--- src/hdl/cpa_pkg.sv ---
// ----------------------------------------------------------------------------
// cpa_pkg
// Types and constants shared by the contiguous page allocator modules.
// ----------------------------------------------------------------------------
package cpa_pkg;

	localparam int REGIONS    = 6;
	localparam int PAGES      = 1024;
	localparam int PAGE_BYTES = 4096;

	// Fixed field widths.
	localparam int REGION_W = 3;
	localparam int CNT_W    = 11;
	localparam int ADDR_W   = 32;
	localparam int STATUS_W = 3;
	localparam int FIRST_W  = 10;
	localparam int CFG_IDX_W = 2;

	// Bitmap organization: one RAM row holds WORD_W page bits.
	localparam int WORD_W  = 32;
	localparam int WORD_SH = $clog2(WORD_W);
	localparam int ROWS    = PAGES / WORD_W;
	localparam int ROW_W   = $clog2(ROWS);
	localparam int PAGE_W  = $clog2(PAGES);
	localparam int RUN_W   = CNT_W + 1;
	localparam int PAGE_SH = $clog2(PAGE_BYTES);

	// Configuration register indexes.
	localparam logic [CFG_IDX_W-1:0] CFG_ALLOC_REGION = 2'd0;
	localparam logic [CFG_IDX_W-1:0] CFG_REGION_BASE  = 2'd1;
	localparam logic [CFG_IDX_W-1:0] CFG_REGION_PAGES = 2'd2;

	// Result status codes.
	localparam logic [STATUS_W-1:0] ST_OK     = 3'd0;
	localparam logic [STATUS_W-1:0] ST_ZERO   = 3'd1;
	localparam logic [STATUS_W-1:0] ST_FEW    = 3'd2;
	localparam logic [STATUS_W-1:0] ST_NORUN  = 3'd3;
	localparam logic [STATUS_W-1:0] ST_LOCKED = 3'd4;

	// Request classes decided by the front end.
	typedef enum logic [1:0] {
		KIND_ALLOC,
		KIND_ZERO,
		KIND_LOCKED
	} kind_t;

	typedef struct packed {
		kind_t            kind;
		logic [CNT_W-1:0] count;
	} cmd_t;

	typedef struct packed {
		logic [REGION_W-1:0] alloc_region;
		logic [ADDR_W-1:0]   region_base;
		logic [CNT_W-1:0]    region_pages;
	} cfg_t;

endpackage

--- src/hdl/cpa_ram.sv ---
// ----------------------------------------------------------------------------
// cpa_ram
// Generic single write port, single read port RAM with registered read.
// ----------------------------------------------------------------------------
module cpa_ram #(
	parameter int WIDTH = 32,
	parameter int DEPTH = 32
) (
	input  logic                     clk,
	input  logic                     we,
	input  logic [$clog2(DEPTH)-1:0] waddr,
	input  logic [WIDTH-1:0]         wdata,
	input  logic [$clog2(DEPTH)-1:0] raddr,
	output logic [WIDTH-1:0]         rdata
);

	logic [WIDTH-1:0] mem_q [DEPTH];

	always_ff @(posedge clk) begin
		if (we) begin
			mem_q[waddr] <= wdata;
		end
		rdata <= mem_q[raddr];
	end

endmodule

--- src/hdl/cpa_front.sv ---
// ----------------------------------------------------------------------------
// cpa_front
// Accepts requests, classifies them and holds them in a two-entry queue.
// ----------------------------------------------------------------------------
module cpa_front (
	input  logic                          clk,
	input  logic                          arst_n,
	input  cpa_pkg::cfg_t                 cfg,
	input  logic                          push,
	output logic                          full,
	input  logic [cpa_pkg::REGION_W-1:0]  region,
	input  logic [cpa_pkg::CNT_W-1:0]     page_count,
	output logic                          cmd_valid,
	output cpa_pkg::cmd_t                 cmd,
	input  logic                          cmd_take
);

	cpa_pkg::cmd_t entry_q [2];
	logic          wr_ptr_q;
	logic          rd_ptr_q;
	logic [1:0]    fill_q;
	logic          accept;
	cpa_pkg::cmd_t new_cmd;

	assign full      = (fill_q == 2'd2);
	assign cmd_valid = (fill_q != 2'd0);
	assign cmd       = entry_q[rd_ptr_q];
	assign accept    = push && !full;

	// Only the configured region below the region limit is allocatable.
	always_comb begin
		new_cmd.count = page_count;
		priority if (region != cfg.alloc_region || 32'(region) >= cpa_pkg::REGIONS) begin
			new_cmd.kind = cpa_pkg::KIND_LOCKED;
		end else if (page_count == '0) begin
			new_cmd.kind = cpa_pkg::KIND_ZERO;
		end else begin
			new_cmd.kind = cpa_pkg::KIND_ALLOC;
		end
	end

	always_ff @(posedge clk) begin
		if (accept) begin
			entry_q[wr_ptr_q] <= new_cmd;
		end
	end

	always_ff @(posedge clk or negedge arst_n) begin
		if (!arst_n) begin
			wr_ptr_q <= 1'b0;
			rd_ptr_q <= 1'b0;
			fill_q   <= 2'd0;
		end else begin
			if (accept) begin
				wr_ptr_q <= !wr_ptr_q;
			end
			if (cmd_take) begin
				rd_ptr_q <= !rd_ptr_q;
			end
			unique case ({accept, cmd_take})
				2'b10:   fill_q <= fill_q + 2'd1;
				2'b01:   fill_q <= fill_q - 2'd1;
				default: fill_q <= fill_q;
			endcase
		end
	end

endmodule

--- src/hdl/cpa_back.sv ---
// ----------------------------------------------------------------------------
// cpa_back
// Runs one request at a time: free count check, first-fit scan of the
// reserved bitmap a row per cycle, read-modify-write of the reserved rows.
// ----------------------------------------------------------------------------
module cpa_back (
	input  logic                          clk,
	input  logic                          arst_n,
	input  cpa_pkg::cfg_t                 cfg,
	input  logic                          cmd_valid,
	input  cpa_pkg::cmd_t                 cmd,
	output logic                          cmd_take,
	output logic                          empty,
	input  logic                          pop,
	output logic                          granted,
	output logic [cpa_pkg::STATUS_W-1:0]  status,
	output logic [cpa_pkg::ADDR_W-1:0]    page_address,
	output logic [cpa_pkg::FIRST_W-1:0]   first_page
);

	localparam logic [1:0] S_IDLE   = 2'd0;
	localparam logic [1:0] S_SCAN   = 2'd1;
	localparam logic [1:0] S_RMW_RD = 2'd2;
	localparam logic [1:0] S_RMW_WR = 2'd3;

	logic [1:0]                   state_q;
	logic [cpa_pkg::CNT_W-1:0]    cnt_q;
	logic [cpa_pkg::CNT_W-1:0]    rsv_count_q;
	logic [cpa_pkg::RUN_W-1:0]    run_q;
	logic [cpa_pkg::ROW_W:0]      issue_q;
	logic [cpa_pkg::ROW_W-1:0]    row_s1;
	logic                         rd_v_s1;
	logic                         rvalid_s1;
	logic [cpa_pkg::ROWS-1:0]     row_valid_q;
	logic [cpa_pkg::PAGE_W-1:0]   start_q;
	logic [cpa_pkg::PAGE_W-1:0]   end_page_q;
	logic [cpa_pkg::ROW_W-1:0]    wr_row_q;
	logic                         res_valid_q;

	logic [cpa_pkg::CNT_W-1:0]    eff;
	logic [cpa_pkg::CNT_W-1:0]    free_pages;
	logic [cpa_pkg::CNT_W-1:0]    eff_m1;
	logic [cpa_pkg::ROW_W-1:0]    last_row;
	logic [cpa_pkg::ROW_W-1:0]    raddr;
	logic [cpa_pkg::WORD_W-1:0]   ram_q;
	logic [cpa_pkg::WORD_W-1:0]   rd_word;
	logic [cpa_pkg::WORD_W-1:0]   word_free;
	logic [cpa_pkg::RUN_W-1:0]    run_lane [cpa_pkg::WORD_W];
	logic                         found;
	logic [cpa_pkg::WORD_SH-1:0]  hit_idx;
	logic [cpa_pkg::CNT_W-1:0]    start_calc;
	logic [cpa_pkg::CNT_W-1:0]    end_calc;
	logic [cpa_pkg::WORD_W-1:0]   rsv_mask;
	logic                         ram_we;
	logic                         res_set;
	logic                         issue_ok;
	logic                         scan_last;
	logic                         start_scan;

	// Pages beyond the configured region size are never searched.
	assign eff        = (32'(cfg.region_pages) > cpa_pkg::PAGES) ?
	                    cpa_pkg::CNT_W'(cpa_pkg::PAGES) : cfg.region_pages;
	assign free_pages = (rsv_count_q < eff) ? (eff - rsv_count_q) : '0;
	assign eff_m1     = eff - cpa_pkg::CNT_W'(1);
	assign last_row   = eff_m1[cpa_pkg::PAGE_W-1:cpa_pkg::WORD_SH];

	assign cmd_take   = (state_q == S_IDLE) && cmd_valid && !res_valid_q;
	assign start_scan = cmd_take && (cmd.kind == cpa_pkg::KIND_ALLOC) &&
	                    !(cmd.count > free_pages);
	assign empty      = !res_valid_q;
	assign issue_ok   = (state_q == S_SCAN) && (issue_q <= {1'b0, last_row});
	assign scan_last  = (row_s1 == last_row);

	assign raddr   = (state_q == S_RMW_RD) ? wr_row_q : issue_q[cpa_pkg::ROW_W-1:0];
	// A row never written reads as all pages free.
	assign rd_word = rvalid_s1 ? ram_q : '0;
	assign ram_we  = (state_q == S_RMW_WR);

	cpa_ram #(
		.WIDTH (cpa_pkg::WORD_W),
		.DEPTH (cpa_pkg::ROWS)
	) u_bitmap (
		.clk   (clk),
		.we    (ram_we),
		.waddr (wr_row_q),
		.wdata (rd_word | rsv_mask),
		.raddr (raddr),
		.rdata (ram_q)
	);

	// Run length ending at each bit of the row, taken in parallel: the run is
	// broken at the highest blocked bit at or below, else it extends the carried run.
	always_comb begin
		logic [cpa_pkg::PAGE_W-1:0] g;
		logic                       has;
		int                         lb;
		for (int j = 0; j < cpa_pkg::WORD_W; j++) begin
			g = {row_s1, cpa_pkg::WORD_SH'(j)};
			word_free[j] = !rd_word[j] && ({1'b0, g} < eff);
		end
		for (int j = 0; j < cpa_pkg::WORD_W; j++) begin
			has = 1'b0;
			lb  = 0;
			for (int k = 0; k <= j; k++) begin
				if (!word_free[k]) begin
					has = 1'b1;
					lb  = k;
				end
			end
			run_lane[j] = has ? cpa_pkg::RUN_W'(j - lb) : run_q + cpa_pkg::RUN_W'(j + 1);
		end
		found   = 1'b0;
		hit_idx = '0;
		for (int j = 0; j < cpa_pkg::WORD_W; j++) begin
			if (!found && run_lane[j] >= {1'b0, cnt_q}) begin
				found   = 1'b1;
				hit_idx = cpa_pkg::WORD_SH'(j);
			end
		end
		start_calc = cpa_pkg::CNT_W'({row_s1, hit_idx}) + cpa_pkg::CNT_W'(1) - cnt_q;
		end_calc   = cpa_pkg::CNT_W'({row_s1, hit_idx});
	end

	always_comb begin
		logic [cpa_pkg::PAGE_W-1:0] g;
		for (int j = 0; j < cpa_pkg::WORD_W; j++) begin
			g = {wr_row_q, cpa_pkg::WORD_SH'(j)};
			rsv_mask[j] = (g >= start_q) && (g <= end_page_q);
		end
	end

	// A request that goes on to the scan has its result set only when the
	// scan or the write-back finishes.
	assign res_set = (cmd_take && !start_scan) ||
	                 ((state_q == S_SCAN) && rd_v_s1 && !found && scan_last) ||
	                 ((state_q == S_RMW_WR) && (wr_row_q == end_page_q[cpa_pkg::PAGE_W-1:
	                                                                   cpa_pkg::WORD_SH]));

	// Payload registers.
	always_ff @(posedge clk) begin
		rvalid_s1 <= row_valid_q[raddr];
		if (issue_ok) begin
			row_s1 <= issue_q[cpa_pkg::ROW_W-1:0];
		end
		if (cmd_take) begin
			cnt_q        <= cmd.count;
			granted      <= 1'b0;
			page_address <= '0;
			first_page   <= '0;
			unique case (cmd.kind)
				cpa_pkg::KIND_LOCKED: status <= cpa_pkg::ST_LOCKED;
				cpa_pkg::KIND_ZERO:   status <= cpa_pkg::ST_ZERO;
				default:              status <= (cmd.count > free_pages) ?
				                                cpa_pkg::ST_FEW : cpa_pkg::ST_OK;
			endcase
		end
		if (state_q == S_SCAN && rd_v_s1) begin
			if (found) begin
				start_q    <= start_calc[cpa_pkg::PAGE_W-1:0];
				end_page_q <= end_calc[cpa_pkg::PAGE_W-1:0];
				wr_row_q   <= start_calc[cpa_pkg::PAGE_W-1:cpa_pkg::WORD_SH];
			end else if (scan_last) begin
				status <= cpa_pkg::ST_NORUN;
			end
		end
		if (state_q == S_RMW_WR) begin
			wr_row_q <= wr_row_q + cpa_pkg::ROW_W'(1);
			if (res_set) begin
				granted      <= 1'b1;
				status       <= cpa_pkg::ST_OK;
				first_page   <= cpa_pkg::FIRST_W'(start_q);
				page_address <= cfg.region_base +
				                (cpa_pkg::ADDR_W'(start_q) << cpa_pkg::PAGE_SH);
			end
		end
	end

	always_ff @(posedge clk or negedge arst_n) begin
		if (!arst_n) begin
			state_q     <= S_IDLE;
			rsv_count_q <= '0;
			run_q       <= '0;
			issue_q     <= '0;
			rd_v_s1     <= 1'b0;
			row_valid_q <= '0;
			res_valid_q <= 1'b0;
		end else begin
			rd_v_s1 <= issue_ok;
			if (issue_ok) begin
				issue_q <= issue_q + (cpa_pkg::ROW_W + 1)'(1);
			end
			if (res_set) begin
				res_valid_q <= 1'b1;
			end else if (pop) begin
				res_valid_q <= 1'b0;
			end
			unique case (state_q)
				S_IDLE: begin
					if (start_scan) begin
						state_q <= S_SCAN;
						run_q   <= '0;
						issue_q <= '0;
					end
				end
				S_SCAN: begin
					if (rd_v_s1) begin
						run_q <= run_lane[cpa_pkg::WORD_W-1];
						if (found) begin
							state_q <= S_RMW_RD;
						end else if (scan_last) begin
							state_q <= S_IDLE;
						end
					end
				end
				S_RMW_RD: begin
					state_q <= S_RMW_WR;
				end
				S_RMW_WR: begin
					row_valid_q[wr_row_q] <= 1'b1;
					if (res_set) begin
						state_q     <= S_IDLE;
						rsv_count_q <= rsv_count_q + cnt_q;
					end else begin
						state_q <= S_RMW_RD;
					end
				end
				default: state_q <= S_IDLE;
			endcase
		end
	end

	// A new request is never started while a result still waits.
	a_take_needs_room: assert property (@(posedge clk) disable iff (!arst_n)
		cmd_take |-> !res_valid_q)
		else $error("request started while result pending");

	// A grant adds exactly the requested count to the reserved total.
	a_count_grows: assert property (@(posedge clk) disable iff (!arst_n)
		(state_q == S_RMW_WR && res_set) |=> rsv_count_q == $past(rsv_count_q + cnt_q))
		else $error("reserved count not advanced by grant size");

	// The reserved count only changes at the end of a grant.
	a_count_stable: assert property (@(posedge clk) disable iff (!arst_n)
		!(state_q == S_RMW_WR && res_set) |=> $stable(rsv_count_q))
		else $error("reserved count changed outside a grant");

	// The write-back never walks past the last row of the reserved run.
	a_row_bound: assert property (@(posedge clk) disable iff (!arst_n)
		(state_q == S_RMW_WR) |-> wr_row_q <= end_page_q[cpa_pkg::PAGE_W-1:cpa_pkg::WORD_SH])
		else $error("write-back beyond reserved run");

endmodule

--- src/hdl/contiguous_page_allocator.sv ---
// ----------------------------------------------------------------------------
// contiguous_page_allocator
// First-fit contiguous page allocator over one configurable region.
// ----------------------------------------------------------------------------
//  channel   handshake            words carried
//  request   push / full          region, page_count
//  result    empty / pop          granted, status, page_address, first_page
//  config    cfg_we               cfg_index, cfg_data
//
// A request enters a two-entry queue; a failing check sets the result from
// the take alone, with no scan. A grant needs a scan of the bitmap rows
// (one bitmap RAM row read per cycle), then a read and a write of each row
// that the reserved run touches. Reset clears per-row valid flags at once, so
// there is no clearing pass. The back end waits for the result to be popped
// before starting the next request; the queue keeps accepting meanwhile.
module contiguous_page_allocator (
	input  logic                           clk,
	input  logic                           arst_n,
	input  logic                           push,
	output logic                           full,
	input  logic [cpa_pkg::REGION_W-1:0]   region,
	input  logic [cpa_pkg::CNT_W-1:0]      page_count,
	output logic                           empty,
	input  logic                           pop,
	output logic                           granted,
	output logic [cpa_pkg::STATUS_W-1:0]   status,
	output logic [cpa_pkg::ADDR_W-1:0]     page_address,
	output logic [cpa_pkg::FIRST_W-1:0]    first_page,
	input  logic                           cfg_we,
	input  logic [cpa_pkg::CFG_IDX_W-1:0]  cfg_index,
	input  logic [cpa_pkg::ADDR_W-1:0]     cfg_data
);

	cpa_pkg::cfg_t cfg_q;
	cpa_pkg::cmd_t cmd;
	logic          cmd_valid;
	logic          cmd_take;

	always_ff @(posedge clk or negedge arst_n) begin
		if (!arst_n) begin
			cfg_q.alloc_region <= cpa_pkg::REGION_W'(5);
			cfg_q.region_base  <= '0;
			cfg_q.region_pages <= cpa_pkg::CNT_W'(cpa_pkg::PAGES);
		end else if (cfg_we) begin
			unique case (cfg_index)
				cpa_pkg::CFG_ALLOC_REGION:
					cfg_q.alloc_region <= cfg_data[cpa_pkg::REGION_W-1:0];
				cpa_pkg::CFG_REGION_BASE:
					cfg_q.region_base <= cfg_data;
				cpa_pkg::CFG_REGION_PAGES:
					cfg_q.region_pages <= cfg_data[cpa_pkg::CNT_W-1:0];
				default: ;
			endcase
		end
	end

	cpa_front u_front (
		.clk        (clk),
		.arst_n     (arst_n),
		.cfg        (cfg_q),
		.push       (push),
		.full       (full),
		.region     (region),
		.page_count (page_count),
		.cmd_valid  (cmd_valid),
		.cmd        (cmd),
		.cmd_take   (cmd_take)
	);

	cpa_back u_back (
		.clk          (clk),
		.arst_n       (arst_n),
		.cfg          (cfg_q),
		.cmd_valid    (cmd_valid),
		.cmd          (cmd),
		.cmd_take     (cmd_take),
		.empty        (empty),
		.pop          (pop),
		.granted      (granted),
		.status       (status),
		.page_address (page_address),
		.first_page   (first_page)
	);

endmodule
--- config.mk ---
export PLATFORM = sky130hd
export DESIGN_NAME = contiguous_page_allocator
export DESIGN_NICKNAME = d
export VERILOG_FILES = /design/src/hdl/cpa_pkg.sv /design/src/hdl/cpa_ram.sv /design/src/hdl/cpa_front.sv /design/src/hdl/cpa_back.sv /design/src/hdl/contiguous_page_allocator.sv
export SDC_FILE = /design/constraint.sdc
export NUM_CORES = 2
export LEC_CHECK = 0
export BUFFER_PORTS_ARGS = -buffer_cell sky130_fd_sc_hd__buf_4
export CAP_MARGIN = 20
export CORE_UTILIZATION = 40
export CTS_CLUSTER_SIZE = 24
export DETAILED_ROUTE_END_ITERATION = 7
export PLACE_DENSITY_LB_ADDON = 0.3
export REMOVE_ABC_BUFFERS = 1
export SLEW_MARGIN = 10
export SYNTH_ARGS = -nofsm -noshare
export SYNTH_HDL_FRONTEND = slang
export SYNTH_SLANG_ARGS = --single-unit
--- constraint.sdc ---
create_clock -name clk -period 12 [get_ports clk]
set_clock_uncertainty 0.2 [all_clocks]
set_input_delay 1.8 -clock clk [delete_from_list [all_inputs] [get_ports clk]]
set_output_delay 1.8 -clock clk [all_outputs]
set_load 0.1 [all_outputs]
# After elaboration in Yosys (flattened, before gate mapping)
# Memories as Yosys holds them, arrays and structs flattened. A register that Yosys moved wholly into a read port is not among the register bits.
# Cells that the tools add are included.
# classes
n_lt_le_gt_ge,136
muxes,207
n_bitwise,2
n_eq_ne,16
n_reduce_logical,198
add_sub_neg,73
# op_table
cell,n
2-to-1 mux 12 bit,51
greater-or-equal comparator 12 x 11 -> 1 bit,32
< comparator 10 x 11 -> 1 bit,32
greater-or-equal comparator 10 bit,32
less-or-equal comparator 10 bit,32
adder 12 x 5 -> 12 bit (second input constant),16
subtractor 6 x 12 -> 12 bit (first input constant),16
2-to-1 mux 32 bit,4
logical AND 1 bit,107
2-to-1 mux 5 bit,20
adder 12 x 4 -> 12 bit (second input constant),8
subtractor 5 x 12 -> 12 bit (first input constant),8
2-to-1 mux 1 bit,78
zero test 1 bit,70
OR 32 bit,2
2-to-1 mux 4 bit,15
adder 12 x 3 -> 12 bit (second input constant),4
subtractor 4 x 12 -> 12 bit (first input constant),4
2-to-1 mux 3 bit,14
adder 32 x 22 -> 32 bit,1
2-to-1 mux 10 bit,3
adder 12 x 2 -> 12 bit (second input constant),2
case mux 12 bit (2 select lines),1
subtractor 3 x 12 -> 12 bit (first input constant),2
39 further kinds,78
# totals
input_bits,53
wordCells,657
memories,2
ramBits,1050
regBits,203
output_inout_bits,48
# mem_list
memory,words,word_bits,read_ports,rd_ports_with_merged_regs,wr,line,source
u_back.u_bitmap.mem_q,32,32,1,1,1,cpa_ram.sv:17,logic [WIDTH-1:0] mem_q [DEPTH];
u_front.entry_q,2,13,1,0,1,cpa_front.sv:18,cpa_pkg::cmd_t entry_q [2];

# Longest topological paths before layout
# logic_depth
ltp_word,107
depth_mapped,49
ltp_nobuf,45

# Cells and area by module
# Synthesis repeated with hierarchy kept, for this count alone.
# hier_totals
cells_unflattened,6070
hier_area_um2,70941.8
# by_module_without_submodules
mod,area_per_inst_um2,cells_each,instances
cpa_ram,40485.1,2260,1
cpa_back,27515.1,3643,1
contiguous_page_allocator,1742.9,99,1
cpa_front,1198.6,68,1

# Least setup slack after synthesis
# No wires, ideal clock.
# synth_path
path_kind,flip-flop to flip-flop
from,register cfg_q[10] (netlist bit)
to,"register u_back.wr_row_q[4] (netlist bit), data pin"
arrival_ns,8.630
path_stages_with_launch,48
required_time_ns,11.532
setup_time_ns,0.268
path_slack_ns,2.902
synth_period_minus_slack_ns,9.098
n_path_buf,6
path_cell_list,dfstp_2 -> buf_2 -> buf_1 -> inv_1 -> nand2_1 -> ha_1 -> clkbuf_1 -> nand4bb_1 -> buf_2 -> nor2_1 -> buf_2 -> nor4b_1 -> o31a_1 -> buf_2 -> a21oi_1 -> inv_2 -> a211oi_2 -> nand2_1 -> (+12 left out) -> a31oi_1 -> or4_1 -> o211a_1 -> ha_1 -> inv_1 -> ha_1 -> inv_1 -> fa_1 -> inv_1 -> a21oi_1 -> o21bai_1 -> a21oi_1 -> o21bai_1 -> a21o_1 -> a21oi_1 -> xnor2_1 -> nor2_1 -> a21oi_1
# synth_via
elab_chain_cells,105
word_cells_on_any_way,353
classes_between,add/sub (33); order compare (65); mux (161); reduce/logical (94)
# synth_rtl
element,line,source
start: declaration,contiguous_page_allocator.sv:34,cpa_pkg::cfg_t cfg_q;
> comparator 11 bit,cpa_back.sv:61,assign eff = (32'(cfg.region_pages) > cpa_pkg::PAGES) ?
2-to-1 mux 11 bit (*),cpa_back.sv:61,
"parallel branches: the longest is 97 deep, another holds subtractor 3 x 12 -> 12 bit",n/a,
2-to-1 mux 5 bit (*),cpa_back.sv:115,"if (!found && run_lane[j] >= {1'b0, cnt_q}) begin"
adder 10 x 1 -> 10 bit (*),cpa_back.sv:120,"start_calc = cpa_pkg::CNT_W'({row_s1, hit_idx}) + cpa_pkg::CNT_W'(1) - cnt_q;"
subtractor 10 bit (*),cpa_back.sv:120,
named net u_back.start_calc (one bit),cpa_back.sv:51,logic [cpa_pkg::CNT_W-1:0] start_calc;
2-to-1 mux 5 bit (*),cpa_back.sv:158,if (found) begin
2-to-1 mux 5 bit (*),cpa_back.sv:157,if (state_q == S_SCAN && rd_v_s1) begin
2-to-1 mux 5 bit (*),cpa_back.sv:166,if (state_q == S_RMW_WR) begin
end signal: assignment,cpa_back.sv:161,wr_row_q <= start_calc[cpa_pkg::PAGE_W-1:cpa_pkg::WORD_SH];
end signal: assignment,cpa_back.sv:167,wr_row_q <= wr_row_q + cpa_pkg::ROW_W'(1);
end: declaration,cpa_back.sv:37,logic [cpa_pkg::ROW_W-1:0] wr_row_q;
# Mark *: on every way through the listed nets, which the timed path passes. The select of a mux whose other input is x is not followed.
# A chain may end at the register's enable or synchronous reset.

# Worst setup path after layout
# layout_path
from,register cfg_q[10] (netlist bit)
to,"register u_back.wr_row_q[4] (netlist bit), data pin"
# layout_via
elab_chain_cells,105
word_cells_on_any_way,353
classes_between,add/sub (33); order compare (65); mux (161); reduce/logical (94)
# layout_rtl
element,line,source
> comparator 11 bit,cpa_back.sv:61,
2-to-1 mux 11 bit (*),cpa_back.sv:61,
"parallel branches: the longest is 97 deep, another holds subtractor 3 x 12 -> 12 bit",n/a,
2-to-1 mux 5 bit (*),cpa_back.sv:115,
named net u_back.hit_idx (one bit),cpa_back.sv:50,logic [cpa_pkg::WORD_SH-1:0] hit_idx;
adder 10 x 1 -> 10 bit (*),cpa_back.sv:120,
subtractor 10 bit (*),cpa_back.sv:120,
named net u_back.start_calc (one bit),cpa_back.sv:51,
2-to-1 mux 5 bit (*),cpa_back.sv:158,
2-to-1 mux 5 bit (*),cpa_back.sv:157,
2-to-1 mux 5 bit (*),cpa_back.sv:166,
# Marks and branches as above.

==> metrics <==
run status=completed; cell area after synthesis=slightly below 70000 um^2; final clock period utilization by the worst path=94.3%; Hold WS=0.250 ns; die span in x=419 um; filler cell count=15672; detailed placer's ending HPWL=150000 um; area occupied by multi-input gates=31100 um^2; slowest cell on the critical path=nor2_1; part of the power in combinational logic=57.3%; Tmin final=11.31 ns; DRC violations left=0; Setup crit end kind=flip-flop; count of yosys warnings during synthesis=0; total of max-cap violations=0; total vias in the final route=49012; number of hold violations in the final report=0; Initial DRT Pass Iterations=8; power per standard cell area=327 nW/um^2; post-route cell area=~78000 um^2; net switching fraction of the power=between 40% and 50%; total routing resource utilization after global routing=26.2%; worst hold path cell count=2; depth of the worst register-to-register path=39; Psw=0.0117 W; final antenna-violating net count=0; # port buffers=100; initial antenna violation count=3; number of clock sinks=1285; vertical die dimension=419 um; critical path fanouts, max=23; H-tree levels=4; area after detailed placement=73700 um^2; initial standard-cell utilization of the core=40.4%; top post-synthesis cells by area=edfxtp_1, ha_1, mux4_2; clock slew seen by the registers of the worst setup and hold paths=0.06 ns; area taken by flip-flops and latches=37200 um^2; top-level I/O count=just over 100; final global-route overflow total=0; nets=6370; post-synthesis sequential area ratio=53.6%; pin count of the biggest net entering global routing=99; wire length of the first global-routing pass=334000 um; placer congestion estimate=1.01; type of origin of the critical path=flip-flop; die area=175000 um^2; post-synthesis to final-layout area growth=12.7%; Worst IR Drop VDD=0.261 mV; share of the synthesized area in the top cell type=between 40% and 50%; LEAKAGE=28.9 nW; CTS Hold Buffers Added=0; number of enable-type register cells in the synthesized netlist=1091; Setup Viol. Count Final=0; clock latency at the later pin of the worst-skew pair=0.78 ns; Vias per Instance=5.95; f_max=88.4 MHz; num rows=152; master cell of the clock root buffer=clkbuf_16; share of cells above drive strength 1=between 10% and 20%; tightest slew margin relative to the limit=17.2%; most used flip-flop cell after synthesis=edfxtp_1; Std-Cell Core Area=172000 um^2; fraction of power consumed by the clock network=16.1%; detailed-route wire length per cell=~28 um; drt total wl=232000 um; number of distinct library cells after synthesis=97; number of gates resized after CTS=0; Crit path arrival time=approximately 12 ns; register share of total power=approximately a quarter; setup fix buffers added after clock tree synthesis=0; register bit total from synthesis=about 1300; TritonCTS clock tree=yes; number of standard cells after synthesis=5697; type of the most critical hold path=flip-flop to flip-flop; Worst Max-Slew Pin Slew=1.24 ns; RSZ-0062 raised after global routing=false; violation count after the first detailed-route iteration=5202; number of buffers added by the clock tree synthesis step=133; async set-reset flop share out of synthesis=8.95%; crit-path max cell delay=0.88 ns; cell internal pwr=0.0139 W; synthesized area per cell=12.2 um^2; via count of the first global-routing pass=47383; cell type with the highest aggregate area in the netlist=edfxtp_1; endpoint required time on the critical path=12.29 ns; Max clock buf depth=3; Slew Viols, Final=0; category of the critical setup timing path=flip-flop to flip-flop
[power groups by stage]
stage,sequential [W],clock (W),combinational [W]
finish,0.00681,0.00411,0.0147
global route,0.00686,0.00435,0.0159
CTS,0.00683,0.00418,0.0144
detailed placement,0.00692,0,0.0143
global placement,0.00690,0,0.0142
floorplan,0.00718,0,0.00937
[state kept, by name, indices dropped and copies added (netlist names), 11 cells and up]
| name | flops |
|---|---|
| u_back.u_bitmap.mem_q | 1024 |
| u_back.row_valid_q | 32 |
| u_back.u_bitmap.rdata | 32 |
| u_back.cnt_q | 11 |
| u_front.entry_q | 26 |
| u_back.rsv_count_q | 11 |
| u_back.run_q | 12 |
| u_back.page_address | 32 |
| cfg_q | 46 |
[placed cells by master (no fill, tap or decap), types with 61 or more instances in the layout]
| master | Yosys | final |
|---|---|---|
| clkbuf_16 | 0 | 137 |
| mux2_2 | 63 | 61 |
| dfrtp_1 | 112 | 105 |
| mux4_2 | 264 | 264 |
| xor2_1 | 113 | 113 |
| a21o_1 | 71 | 71 |
| dfxtp_1 | 79 | 78 |
| ha_1 | 503 | 503 |
| inv_1 | 125 | 125 |
| xnor2_1 | 199 | 196 |
| a21oi_1 | 259 | 257 |
| nand2_1 | 676 | 675 |
| nor3_1 | 70 | 68 |
| nand3_1 | 270 | 269 |
| nor2_1 | 476 | 441 |
| buf_4 | 1 | 250 |
| o21ai_0 | 288 | 266 |
| edfxtp_1 | 1091 | 1091 |
[worst paths after layout]
kind / slack (ns) / startpoint / endpoint
hold / removal: 0.25 / u_back.granted$_DFF_P_ / u_back.granted$_DFF_P_
min in group asynchronous: 0.91 / arst_n / u_back.run_q[7]$_DFFE_PN0P_
setup / recovery: 0.69 / cfg_q[10]$_DFFE_PN1P_ / u_back.wr_row_q[4]$_DFFE_PP_
max in group asynchronous: 9.33 / arst_n / u_back.row_valid_q[29]$_DFFE_PN0P_
setup reg to reg: 0.69 / cfg_q[10]$_DFFE_PN1P_ / u_back.wr_row_q[4]$_DFFE_PP_
hold reg to reg: 0.25 / u_back.granted$_DFF_P_ / u_back.granted$_DFF_P_
[area by class of cell]
| class | count | area share (%) |
|---|---|---|
| Sequential cell | 1285 | 47.6 |
| Multi-Input combinational cell | 3992 | 39.8 |
| Clock buffer | 180 | 4.74 |
| Tap cell | 2310 | 3.69 |
| Timing Repair Buffer | 265 | 2.72 |
| Clock inverter | 64 | 0.828 |
| Inverter | 133 | 0.638 |
| Antenna cell | 3 | 0.00959 |
[through the flow]
step	utilization, %	power, W	setup WS, ns	instances	setup TNS, ns
floorplan	-	0.0166	-14.26	5410	-457.69
global placement	42.8	0.0211	1.10	7972	0
detailed placement	42.9	0.0212	0.923	7974	0
CTS	45.4	0.0254	0.866	8218	0
global route	45.5	0.0271	0.0498	8230	0
finish	45.5	0.0256	0.688	8232	0
[cell usage after synthesis, drive strengths merged, types with 35 or more instances]
cell and count:
a21o 71, nor2b 44, inv 130, buf 74, clkbuf 213, nor2 477
xor2 113, nand3 272, ha 503, dfrtp 112, mux4 264, nand2b 53
nor3 76, or2 46, mux2 63, a211oi 41, a31oi 35, nand2 676
edfxtp 1091, dfxtp 79, a21oi 259, xnor2 199, o21ai 306, o21a 35
[worst max-delay path: cells and delay by family, from the launching register on]
kind	cells	cell delay, ns
AO/OA/AOI/OAI	17	4.19
AND/OR/NAND/NOR	10	3.07
adder cells (fa/ha/maj)	5	1.65
buffers and inverters	6	0.92
flip-flops	1	0.83
XOR/XNOR	1	0.15
[cells by family (layout without fill, tap and decap cells)]
| family | after synthesis | count (layout) | share of synthesized area (%) |
|---|---|---|---|
| flops | 1285 | 1285 | 53.6 |
| fa+ha+maj | 507 | 507 | 9.18 |
| mux | 347 | 347 | 9.88 |
| compound gates | 1002 | 1002 | 9.10 |
| xor+xnor | 312 | 312 | 3.94 |
| other cells | 0 | 3 | 0 |
| simple gates | 1824 | 1824 | 11.9 |
| buf+inv | 420 | 642 | 2.32 |
[routing by layer]
metal	vias to the layer above	GRT usage, %	routed length, um
li1	21630	-	-
met1	24691	35.5	96600
met2	2204	42.0	108000
met3	485	3.90	16600
met4	2	11.0	10700
met5	-	0	13
Note: power is estimated with default switching activity, not from simulation.
